### src/assert_macros.svh
// Assertion macros shared by the RTL modules of the HSMS auto-responder.
// Each macro expects clk and arst_n in the scope where it is used.
`ifndef ASSERT_MACROS_SVH
`define ASSERT_MACROS_SVH

// Condition holds on every clock edge outside reset.
`define ASSERT_ALWAYS(lbl, cond, msg) \
	lbl: assert property (@(posedge clk) disable iff (!arst_n) (cond)) else $error(msg);

// Consequent holds in the same cycle as the antecedent.
`define ASSERT_IMPLIES(lbl, ante, cons, msg) \
	lbl: assert property (@(posedge clk) disable iff (!arst_n) (ante) |-> (cons)) \
		else $error(msg);

// Consequent holds in the cycle after the antecedent.
`define ASSERT_NEXT(lbl, ante, cons, msg) \
	lbl: assert property (@(posedge clk) disable iff (!arst_n) (ante) |=> (cons)) \
		else $error(msg);

`endif

### src/hfar_pkg.sv
// Shared types and constants for the HSMS frame auto-responder.
// No dependencies; used by every RTL module of the block.
package hfar_pkg;

	localparam int HEADER_BYTES = 10;
	localparam int DIGIT_BYTES  = 14;
	localparam int PKT_BYTES    = 30;
	localparam int LEN_W        = 21;

	localparam logic [LEN_W-1:0] LENGTH_CAP  = 21'h100000;
	localparam logic [31:0]      MIN_LENGTH  = 32'd10;
	localparam logic [3:0]       RESYNC_DROP = 4'd10;

	typedef struct packed {
		logic [7:0]  rx_byte;
		logic [13:0] year;
		logic [3:0]  month;
		logic [4:0]  day;
		logic [4:0]  hour;
		logic [5:0]  minute;
		logic [5:0]  second;
	} hfar_in_t;

	typedef struct packed {
		logic [7:0] tx_byte;
		logic       tx_last;
	} hfar_out_t;

	// Completed message: header bytes plus date/time as ASCII digits.
	typedef struct packed {
		logic [HEADER_BYTES-1:0][7:0] header;
		logic [DIGIT_BYTES-1:0][7:0]  digits;
	} hfar_msg_t;

	// Reply packet ready for the transmit queue.
	typedef struct packed {
		logic                      has_reply;
		logic [4:0]                len;
		logic [PKT_BYTES-1:0][7:0] bytes;
	} hfar_pkt_t;

endpackage

### src/hfar_deframer.sv
// Input register and HSMS deframer: length check, resync drop, header capture.
// Emits one completed message per frame end. Depends on hfar_pkg, assert_macros.svh.
`include "assert_macros.svh"

module hfar_deframer (
	input  logic                        clk,
	input  logic                        arst_n,
	input  logic                        in_valid,
	output logic                        in_ready,
	input  hfar_pkg::hfar_in_t          in_data,
	input  logic [hfar_pkg::LEN_W-1:0]  max_len,
	output logic                        msg_valid,
	input  logic                        msg_ready,
	output hfar_pkg::hfar_msg_t         msg
);

	function automatic logic [15:0] two_digits(input logic [5:0] v);
		logic [3:0] t;
		logic [5:0] u;
		t = '0;
		for (int k = 1; k <= 6; k++) begin
			if (v >= 6'(k * 10)) t = 4'(k);
		end
		u = v - 6'(t * 10);
		return {8'h30 | {4'h0, t}, 8'h30 | {4'h0, u[3:0]}};
	endfunction

	function automatic logic [31:0] year_digits(input logic [13:0] y);
		logic [13:0] ym;
		logic [3:0]  th, hu, te;
		logic [9:0]  r1;
		logic [6:0]  r2, un;
		ym = (y >= 14'd10000) ? y - 14'd10000 : y;
		th = '0;
		for (int k = 1; k <= 9; k++) begin
			if (ym >= 14'(k * 1000)) th = 4'(k);
		end
		r1 = 10'(ym - 14'(th * 1000));
		hu = '0;
		for (int k = 1; k <= 9; k++) begin
			if (r1 >= 10'(k * 100)) hu = 4'(k);
		end
		r2 = 7'(r1 - 10'(hu * 100));
		te = '0;
		for (int k = 1; k <= 9; k++) begin
			if (r2 >= 7'(k * 10)) te = 4'(k);
		end
		un = r2 - 7'(te * 10);
		return {8'h30 | {4'h0, th}, 8'h30 | {4'h0, hu}, 8'h30 | {4'h0, te},
			8'h30 | {4'h0, un[3:0]}};
	endfunction

	logic                                  valid_s1;
	hfar_pkg::hfar_in_t                    item_s1;
	logic                                  valid_s2;
	hfar_pkg::hfar_msg_t                   msg_s2;

	logic [hfar_pkg::LEN_W-1:0]            pos_q, pos_d;
	logic [hfar_pkg::LEN_W-1:0]            len_q, len_d;
	logic [23:0]                           asm_q, asm_d;
	logic [3:0]                            resync_q, resync_d;
	logic [hfar_pkg::HEADER_BYTES-1:0][7:0] hdr_q, hdr_d;

	logic                                  done_now;
	logic                                  adv;
	logic [hfar_pkg::LEN_W-1:0]            lim;
	logic [31:0]                           new_len;
	logic [hfar_pkg::LEN_W-1:0]            hofs;
	logic [hfar_pkg::DIGIT_BYTES-1:0][7:0] digits;

	assign lim      = (max_len > hfar_pkg::LENGTH_CAP) ? hfar_pkg::LENGTH_CAP : max_len;
	assign new_len  = {asm_q, item_s1.rx_byte};
	assign hofs     = pos_q - 21'd4;
	assign done_now = (resync_q == '0) && (pos_q >= 21'd4) && (pos_q == len_q + 21'd3);
	// Only a frame end needs the message slot; every other byte moves on at once.
	assign adv      = valid_s1 && (!done_now || !valid_s2 || msg_ready);
	assign in_ready = !valid_s1 || adv;

	always_comb begin
		pos_d    = pos_q;
		len_d    = len_q;
		asm_d    = asm_q;
		resync_d = resync_q;
		hdr_d    = hdr_q;
		if (resync_q != '0) begin
			resync_d = resync_q - 4'd1;
			if (resync_q == 4'd1) pos_d = '0;
		end else if (pos_q < 21'd4) begin
			asm_d = (pos_q == '0) ? {16'h0, item_s1.rx_byte} : {asm_q[15:0], item_s1.rx_byte};
			if (pos_q == 21'd3 &&
				(new_len < hfar_pkg::MIN_LENGTH || new_len > {11'h0, lim})) begin
				resync_d = hfar_pkg::RESYNC_DROP;
				pos_d    = '0;
			end else begin
				if (pos_q == 21'd3) len_d = new_len[hfar_pkg::LEN_W-1:0];
				pos_d = pos_q + 21'd1;
			end
		end else begin
			if (hofs < 21'(hfar_pkg::HEADER_BYTES)) hdr_d[hofs[3:0]] = item_s1.rx_byte;
			pos_d = done_now ? '0 : pos_q + 21'd1;
		end
	end

	assign digits = {year_digits(item_s1.year),
		two_digits({2'b0, item_s1.month}),
		two_digits({1'b0, item_s1.day}),
		two_digits({1'b0, item_s1.hour}),
		two_digits(item_s1.minute),
		two_digits(item_s1.second)};

	always_ff @(posedge clk or negedge arst_n) begin
		if (!arst_n) begin
			valid_s1 <= 1'b0;
			valid_s2 <= 1'b0;
			pos_q    <= '0;
			len_q    <= '0;
			asm_q    <= '0;
			resync_q <= '0;
		end else begin
			if (in_valid && in_ready) valid_s1 <= 1'b1;
			else if (adv)             valid_s1 <= 1'b0;
			if (adv && done_now)      valid_s2 <= 1'b1;
			else if (msg_ready)       valid_s2 <= 1'b0;
			if (adv) begin
				pos_q    <= pos_d;
				len_q    <= len_d;
				asm_q    <= asm_d;
				resync_q <= resync_d;
			end
		end
	end

	always_ff @(posedge clk) begin
		if (in_valid && in_ready) item_s1 <= in_data;
		if (adv) hdr_q <= hdr_d;
		// digits are packed most significant first: index 13 is the first year digit
		if (adv && done_now) begin
			msg_s2.header <= hdr_d;
			msg_s2.digits <= digits;
		end
	end

	assign msg_valid = valid_s2;
	assign msg       = msg_s2;

	`ASSERT_IMPLIES(a_resync_pos, resync_q != '0, pos_q == '0, "resync with frame in progress")
	`ASSERT_IMPLIES(a_slot_free, adv && done_now, !valid_s2 || msg_ready,
		"message slot overwritten")
	`ASSERT_IMPLIES(a_pos_bound, resync_q == '0 && pos_q >= 21'd4, pos_q <= len_q + 21'd3,
		"byte position ran past frame end")

endmodule

### src/hfar_reply_build.sv
// Reply composer: classifies a completed message and lays out the reply packet.
// Pure combinational logic. Depends on hfar_pkg.
module hfar_reply_build (
	input  hfar_pkg::hfar_msg_t msg,
	output hfar_pkg::hfar_pkt_t pkt
);

	localparam logic [15:0] CONTROL_SESSION = 16'hFFFF;
	localparam logic [7:0]  ST_SELECT_REQ   = 8'h01;
	localparam logic [7:0]  ST_SELECT_RSP   = 8'h02;
	localparam logic [7:0]  ST_DESELECT_REQ = 8'h03;
	localparam logic [7:0]  ST_DESELECT_RSP = 8'h04;
	localparam logic [7:0]  ST_LINKTEST_REQ = 8'h05;
	localparam logic [7:0]  ST_LINKTEST_RSP = 8'h06;

	localparam logic [14:0] KEY_S1F1  = {7'd1, 8'd1};
	localparam logic [14:0] KEY_S1F3  = {7'd1, 8'd3};
	localparam logic [14:0] KEY_S1F13 = {7'd1, 8'd13};
	localparam logic [14:0] KEY_S1F15 = {7'd1, 8'd15};
	localparam logic [14:0] KEY_S1F17 = {7'd1, 8'd17};
	localparam logic [14:0] KEY_S2F17 = {7'd2, 8'd17};
	localparam logic [14:0] KEY_S2F31 = {7'd2, 8'd31};
	localparam logic [14:0] KEY_S2F33 = {7'd2, 8'd33};
	localparam logic [14:0] KEY_S2F35 = {7'd2, 8'd35};
	localparam logic [14:0] KEY_S2F37 = {7'd2, 8'd37};

	localparam logic [7:0] BODY_S1F2 [2]   = '{8'h01, 8'h00};
	localparam logic [7:0] BODY_S1F4 [14]  = '{8'h01, 8'h02, 8'hB1, 8'h04, 8'h00, 8'h00,
		8'h00, 8'h0B, 8'hB1, 8'h04, 8'h00, 8'h00, 8'h00, 8'h0C};
	localparam logic [7:0] BODY_S1F14 [14] = '{8'h01, 8'h02, 8'h21, 8'h01, 8'h00, 8'h01,
		8'h02, 8'h41, 8'h02, 8'h31, 8'h30, 8'h41, 8'h01, 8'h30};
	localparam logic [7:0] BODY_ACK0 [3]   = '{8'h21, 8'h01, 8'h00};

	logic [7:0]  h [hfar_pkg::HEADER_BYTES];
	logic [7:0]  rh [hfar_pkg::HEADER_BYTES];
	logic [7:0]  body [16];
	logic [4:0]  blen;
	logic [7:0]  st;
	logic [7:0]  b3lo;
	logic [14:0] key;
	logic [7:0]  code;
	logic        ok;

	always_comb begin
		for (int i = 0; i < hfar_pkg::HEADER_BYTES; i++) h[i] = msg.header[i];
		rh   = h;
		body = '{default: 8'h00};
		blen = '0;
		ok   = 1'b0;
		code = '0;
		st   = 8'hFF;
		b3lo = {1'b0, h[3][6:0]};
		key  = {h[2][6:0], h[3]};

		if ({h[0], h[1]} == CONTROL_SESSION) begin
			// SType from byte 3 (low 7 bits) first, byte 5 as fallback
			if (b3lo != '0)     st = b3lo;
			else if (h[5] != '0) st = h[5];
			ok = 1'b1;
			case (st)
				ST_SELECT_REQ: begin
					if (b3lo == ST_SELECT_REQ) rh[3] = {h[3][7], 7'h00} | ST_SELECT_RSP;
					if (h[5] == ST_SELECT_REQ) rh[5] = ST_SELECT_RSP;
				end
				ST_LINKTEST_REQ: begin
					if (h[5] == ST_LINKTEST_REQ) rh[5] = ST_LINKTEST_RSP;
					else rh[3] = ST_LINKTEST_RSP;
				end
				ST_DESELECT_REQ: begin
					if (h[5] == ST_DESELECT_REQ) rh[5] = ST_DESELECT_RSP;
					else rh[3] = ST_DESELECT_RSP;
				end
				default: ok = 1'b0;
			endcase
		end else if (h[2][7]) begin
			ok = 1'b1;
			for (int i = 0; i < 3; i++) body[i] = BODY_ACK0[i];
			blen = 5'd3;
			case (key)
				KEY_S1F1: begin
					code = 8'h02;
					for (int i = 0; i < 2; i++) body[i] = BODY_S1F2[i];
					blen = 5'd2;
				end
				KEY_S1F3: begin
					code = 8'h04;
					for (int i = 0; i < 14; i++) body[i] = BODY_S1F4[i];
					blen = 5'd14;
				end
				KEY_S1F13: begin
					code = 8'h0E;
					for (int i = 0; i < 14; i++) body[i] = BODY_S1F14[i];
					blen = 5'd14;
				end
				KEY_S1F15: code = 8'h10;
				KEY_S1F17: code = 8'h12;
				KEY_S2F17: begin
					code    = 8'h12;
					body[0] = 8'h41;
					body[1] = 8'h0E;
					for (int i = 0; i < hfar_pkg::DIGIT_BYTES; i++)
						body[2 + i] = msg.digits[hfar_pkg::DIGIT_BYTES - 1 - i];
					blen = 5'd16;
				end
				KEY_S2F31: code = 8'h20;
				KEY_S2F33: code = 8'h22;
				KEY_S2F35: code = 8'h24;
				KEY_S2F37: code = 8'h26;
				default:   ok = 1'b0;
			endcase
			rh[2] = {1'b0, h[2][6:0]};
			rh[3] = code;
			rh[4] = 8'h00;
			rh[5] = 8'h00;
		end

		pkt.has_reply = ok;
		pkt.len       = 5'd14 + blen;
		pkt.bytes     = '0;
		pkt.bytes[3]  = 8'd10 + {3'b0, blen};
		for (int i = 0; i < hfar_pkg::HEADER_BYTES; i++) pkt.bytes[4 + i] = rh[i];
		for (int i = 0; i < 16; i++) pkt.bytes[14 + i] = body[i];
	end

endmodule

### src/hfar_tx_queue.sv
// Transmit shift register: holds one reply packet and sends it a byte per transfer.
// Depends on hfar_pkg, assert_macros.svh.
`include "assert_macros.svh"

module hfar_tx_queue (
	input  logic                clk,
	input  logic                arst_n,
	input  logic                load_valid,
	output logic                load_ready,
	input  hfar_pkg::hfar_pkt_t pkt,
	output logic                out_valid,
	input  logic                out_ready,
	output hfar_pkg::hfar_out_t out_data
);

	logic [hfar_pkg::PKT_BYTES-1:0][7:0] pkt_q;
	logic [4:0]                          cnt_q;
	logic                                xfer;
	logic                                load;

	assign out_valid        = (cnt_q != '0);
	assign xfer             = out_valid && out_ready;
	// free now, or the last byte leaves this cycle
	assign load_ready       = (cnt_q == '0) || (cnt_q == 5'd1 && out_ready);
	assign load             = load_valid && load_ready;
	assign out_data.tx_byte = pkt_q[0];
	assign out_data.tx_last = (cnt_q == 5'd1);

	always_ff @(posedge clk or negedge arst_n) begin
		if (!arst_n) begin
			cnt_q <= '0;
		end else if (load) begin
			cnt_q <= pkt.len;
		end else if (xfer) begin
			cnt_q <= cnt_q - 5'd1;
		end
	end

	always_ff @(posedge clk) begin
		if (load) pkt_q <= pkt.bytes;
		else if (xfer) pkt_q <= {8'h00, pkt_q[hfar_pkg::PKT_BYTES-1:1]};
	end

	`ASSERT_ALWAYS(a_cnt_range, cnt_q <= 5'(hfar_pkg::PKT_BYTES), "byte count out of range")
	`ASSERT_NEXT(a_cnt_step, xfer && !load, cnt_q == $past(cnt_q) - 5'd1,
		"byte count did not step on transfer")
	`ASSERT_NEXT(a_load_len, load, cnt_q >= 5'd14, "loaded packet shorter than a header")

endmodule

### src/hsms_frame_auto_responder_top.sv
// Top level of the HSMS frame auto-responder: config register and block wiring.
// Depends on hfar_pkg, hfar_deframer, hfar_reply_build, hfar_tx_queue.
//
//  channel  | handshake              | payload
//  ---------+------------------------+-----------------------------
//  in       | in_valid / in_ready    | in_data  (hfar_in_t)
//  out      | out_valid / out_ready  | out_data (hfar_out_t)
//  cfg      | cfg_we (no wait)       | cfg_wdata (max_length, 21b)
//
// One received byte per cycle while in_ready is high; the last byte of a message
// passes the input register, message register and tx register before the first reply byte.
// A reply packet is 14 to 30 bytes, sent one per cycle while out_ready is high.
// in_ready drops only when a byte that ends a message finds the tx register and
// the message register both occupied. Reset leaves max_length at 1048576.
module hsms_frame_auto_responder_top (
	input  logic                       clk,
	input  logic                       arst_n,
	input  logic                       in_valid,
	output logic                       in_ready,
	input  hfar_pkg::hfar_in_t         in_data,
	output logic                       out_valid,
	input  logic                       out_ready,
	output hfar_pkg::hfar_out_t        out_data,
	input  logic                       cfg_we,
	input  logic [hfar_pkg::LEN_W-1:0] cfg_wdata
);

	logic [hfar_pkg::LEN_W-1:0] max_len_q;
	logic                       msg_valid;
	logic                       msg_ready;
	hfar_pkg::hfar_msg_t        msg;
	hfar_pkg::hfar_pkt_t        pkt;
	logic                       load_ready;

	always_ff @(posedge clk or negedge arst_n) begin
		if (!arst_n) begin
			max_len_q <= hfar_pkg::LENGTH_CAP;
		end else if (cfg_we) begin
			max_len_q <= cfg_wdata;
		end
	end

	hfar_deframer u_deframer (
		.clk       (clk),
		.arst_n    (arst_n),
		.in_valid  (in_valid),
		.in_ready  (in_ready),
		.in_data   (in_data),
		.max_len   (max_len_q),
		.msg_valid (msg_valid),
		.msg_ready (msg_ready),
		.msg       (msg)
	);

	hfar_reply_build u_build (
		.msg (msg),
		.pkt (pkt)
	);

	// messages with no reply are dropped without waiting on the tx side
	assign msg_ready = !pkt.has_reply || load_ready;

	hfar_tx_queue u_txq (
		.clk        (clk),
		.arst_n     (arst_n),
		.load_valid (msg_valid && pkt.has_reply),
		.load_ready (load_ready),
		.pkt        (pkt),
		.out_valid  (out_valid),
		.out_ready  (out_ready),
		.out_data   (out_data)
	);

endmodule
### config.mk
export PLATFORM = sky130hd
export DESIGN_NAME = hsms_frame_auto_responder_top
export DESIGN_NICKNAME = d
export VERILOG_FILES = /design/src/hfar_pkg.sv /design/src/hfar_deframer.sv /design/src/hfar_reply_build.sv /design/src/hfar_tx_queue.sv /design/src/hsms_frame_auto_responder_top.sv
export VERILOG_INCLUDE_DIRS = /design/src /design/src/src
export SDC_FILE = /design/constraint.sdc
export NUM_CORES = 1
export LEC_CHECK = 0
export ABC_AREA = 1
export BUFFER_PORTS_ARGS = -buffer_cell sky130_fd_sc_hd__buf_2
export CAP_MARGIN = 30
export CELL_PAD_IN_SITES_DETAIL_PLACEMENT = 1
export CELL_PAD_IN_SITES_GLOBAL_PLACEMENT = 1
export CORE_MARGIN = 3
export CORE_UTILIZATION = 54
export DETAILED_ROUTE_END_ITERATION = 8
export MAX_ROUTING_LAYER = met4
export PLACE_DENSITY = 0.85
export SLEW_MARGIN = 20
export SYNTH_ARGS = -nofsm -noshare
export SYNTH_HDL_FRONTEND = slang
export SYNTH_SLANG_ARGS = --single-unit
### constraint.sdc
create_clock -name clk -period 23.5 [get_ports clk]
set_input_delay 1.175 -clock clk [delete_from_list [all_inputs] [get_ports clk]]
set_output_delay 1.175 -clock clk [all_outputs]
set_load 0.02 [all_outputs]
==> impl_metrics.tcl <==
set metrics [dict create \
    synth_async_sr_flop_share_pct 17.2 \
    synth.most_common_cell "nand2_1" \
    synth_fp_nets 2839 \
    route.vias.total 20268 \
    drv_cap 0 \
    chipHeight_um 232 \
    fin_skew_ns 0.0121 \
    synthFlopType "edfxtp_1" \
    worst_slew_pin_slew_ns 0.901 \
    synth_seq_cells 569 \
    synthCells 2684 \
    drtIter0Drc 1584 \
    antenna_cells 0 \
    synth.area.top_cells "edfxtp_1 (49%), dfrtp_1 (8.8%), nand2_1 (7.1%)" \
    via_per_inst 5.86 \
    ys_seq_area_share_pct 59.5 \
    ys_top_cells_by_count "nand2_1 (522), edfxtp_1 (447), inv_1 (326)" \
    hold_violations 0 \
    wl_per_cell_um 21.8 \
    cts_made_buffers 59 \
    worstSetupEndpointType "flop" \
    nets 2894 \
    areaGrowthSynthToFinish_pct 10.9 \
    rows 82 \
    yosysWarnings 0 \
    initial_core_util_pct 54.7 \
    final-setup-viol-count 0 \
    relSlewSlack_pct 39.7 \
    cts_tree "yes" \
    post-cts-setup-buffers 0 \
    cp-start-kind "flop" \
    clkLatencyLatePin_ns 0.63 \
    cts_htree_levels 2 \
    syn-cell-area_um2 27500 \
    slowest_delay_ns 0.63 \
    hold_path.class "in -> async" \
    die_w_um 232 \
    fin_crit_ns 9.94 \
    drive_gt1_share_pct 11.5 \
    yosysUniqueCellTypes 71 \
    fmax_ghz 0.101 \
    drc 0 \
    placement.io_buffers 84 \
    grt_pass1_wl_mm 119 \
    synth-edff-count 447 \
    hold_buffers 0 \
    dp_hpwl_mm 50.6 \
    die_area_um2 53700 \
    dr.pass1.iters 5 \
    synth_top_area_share_pct 48.8 \
    pre_cts_ws_ns 13.45 \
    io_pins 85 \
    path_clk_slew_ns 0.06 \
    drv_slew 0 \
    globalRoute.totalOverflow 0 \
    wl_mm 75.5 \
    rsz0062_at_grt "no" \
    setup_tns_ns 0 \
    cts-resized-gates 0 \
    grt_max_degree 96 \
    finalCritPeriodShare_pct 42.3 \
    antenna_found_initial 0 \
    yosys.area.top_type "edfxtp_1" \
    clkSinkCount 569 \
    grt_util_all_layers_pct 29.0 \
    clockBufferDepth 3 \
    ant_nets 0 \
    crit_slowest_cell "a21oi_1" \
    cts-root-buf "clkbuf_16" \
    criticalPathCategory "reg -> reg" \
    status "finished clean" \
    cp_max_fo 11 \
    cp.arrival_ns 10.32 \
    cp.required_ns 23.88 \
    gp_congestion 0.909 \
    core_um2 50300 \
    grt_pass1_vias 21657 \
    synth.avg_cell_area_um2 10.2 \
    setup_ws_ns 13.56 \
]
==> layout make-up <==
cell class	count	area [um2]
fill	5417	19800
timing repair buffer	108	748
clock buffer	86	1720
tap	672	841
inverter	345	1310
clock inverter	21	173
sequential	569	16400
multi-input combinational	1656	9360
==> worst max-delay path: cells and delay by family, from the launching register on <==
family          cells  cell delay (ns)
xor+xnor            5             1.08
simple gates       24             3.03
flops               1             0.43
compound gates      6             1.32
buf+inv             7             0.60
fa+ha+maj           9             3.18
==> layer usage <==
metal | part of all wire (%) | wire, um | global-route usage (%)
met2 | 52 | 39200 | 50.3
met3 | 4.2 | 3180 | 3.37
met5 | 0 | 0 | -
met4 | 2.9 | 2200 | 9.31
met1 | 41 | 30900 | 35.6
==> state kept, by name, summed over array words and instances, names as in the netlist <==
signal / count
u_txq.pkt_q: 208
u_deframer.msg: 127
u_deframer.hdr_q: 80
u_deframer.item_s1: 48
u_deframer.asm_q: 24
max_len_q: 21
u_deframer.len_q: 21
u_deframer.pos_q: 21
u_txq.out_data: 8
u_txq.cnt_q: 5
u_deframer.resync_q: 4
u_deframer.msg_valid: 1
u_deframer.valid_s1: 1
==> kinds of logic after synthesis <==
group | Yosys count | synth area share [%]
simple gates | 1060 | 17.7
flops | 569 | 59.5
buf+inv | 459 | 6.64
compound gates | 436 | 9.56
fa+ha+maj | 81 | 3.98
xor+xnor | 67 | 2.16
mux | 12 | 0.491
==> cell usage in the layout (no fill, tap or decap), drive strengths merged, types with 45 or more instances in the layout <==
master	n
clkbuf	86
nor2	158
buf	108
inv	344
o21ai	264
edfxtp	447
ha	70
nand4	52
dfrtp	97
nand3	199
nand2	555
xor2	45
==> through the flow <==
| step | utilization [%] | hold WS, ns | instance area [um2] | instances |
|---|---|---|---|---|
| 2_1_floorplan | - | 0.400 | 27500 | 2684 |
| 3_3_place_gp | 56.5 | 0.400 | 28400 | 3341 |
| 3_5_place_dp | 56.7 | 0.413 | 28500 | 3345 |
| 4_1_cts | 60.4 | 0.403 | 30400 | 3452 |
| 5_1_grt | 60.7 | 0.426 | 30500 | 3457 |
| 6_report | 60.7 | 0.424 | 30500 | 3457 |
==> final timing paths <==
path                                   startpoint                  to  slack (ns)  cells past startpoint
min reg2reg                 u_deframer.item_s1[6]  u_deframer.msg[16]        0.43                      0
max in group asynchronous                  arst_n      u_txq.cnt_q[0]       21.94                      3
max                        u_deframer.item_s1[30]  u_deframer.msg[83]       13.56                     51
max reg2reg                u_deframer.item_s1[30]  u_deframer.msg[83]       13.56                     51
min in group clk            u_deframer.item_s1[6]  u_deframer.msg[16]        0.43                      0
min                                        arst_n       max_len_q[19]        0.42                      1
Power is not shown: default switching activity piles up to over one toggle a cycle in this logic, so the estimate is an artifact.
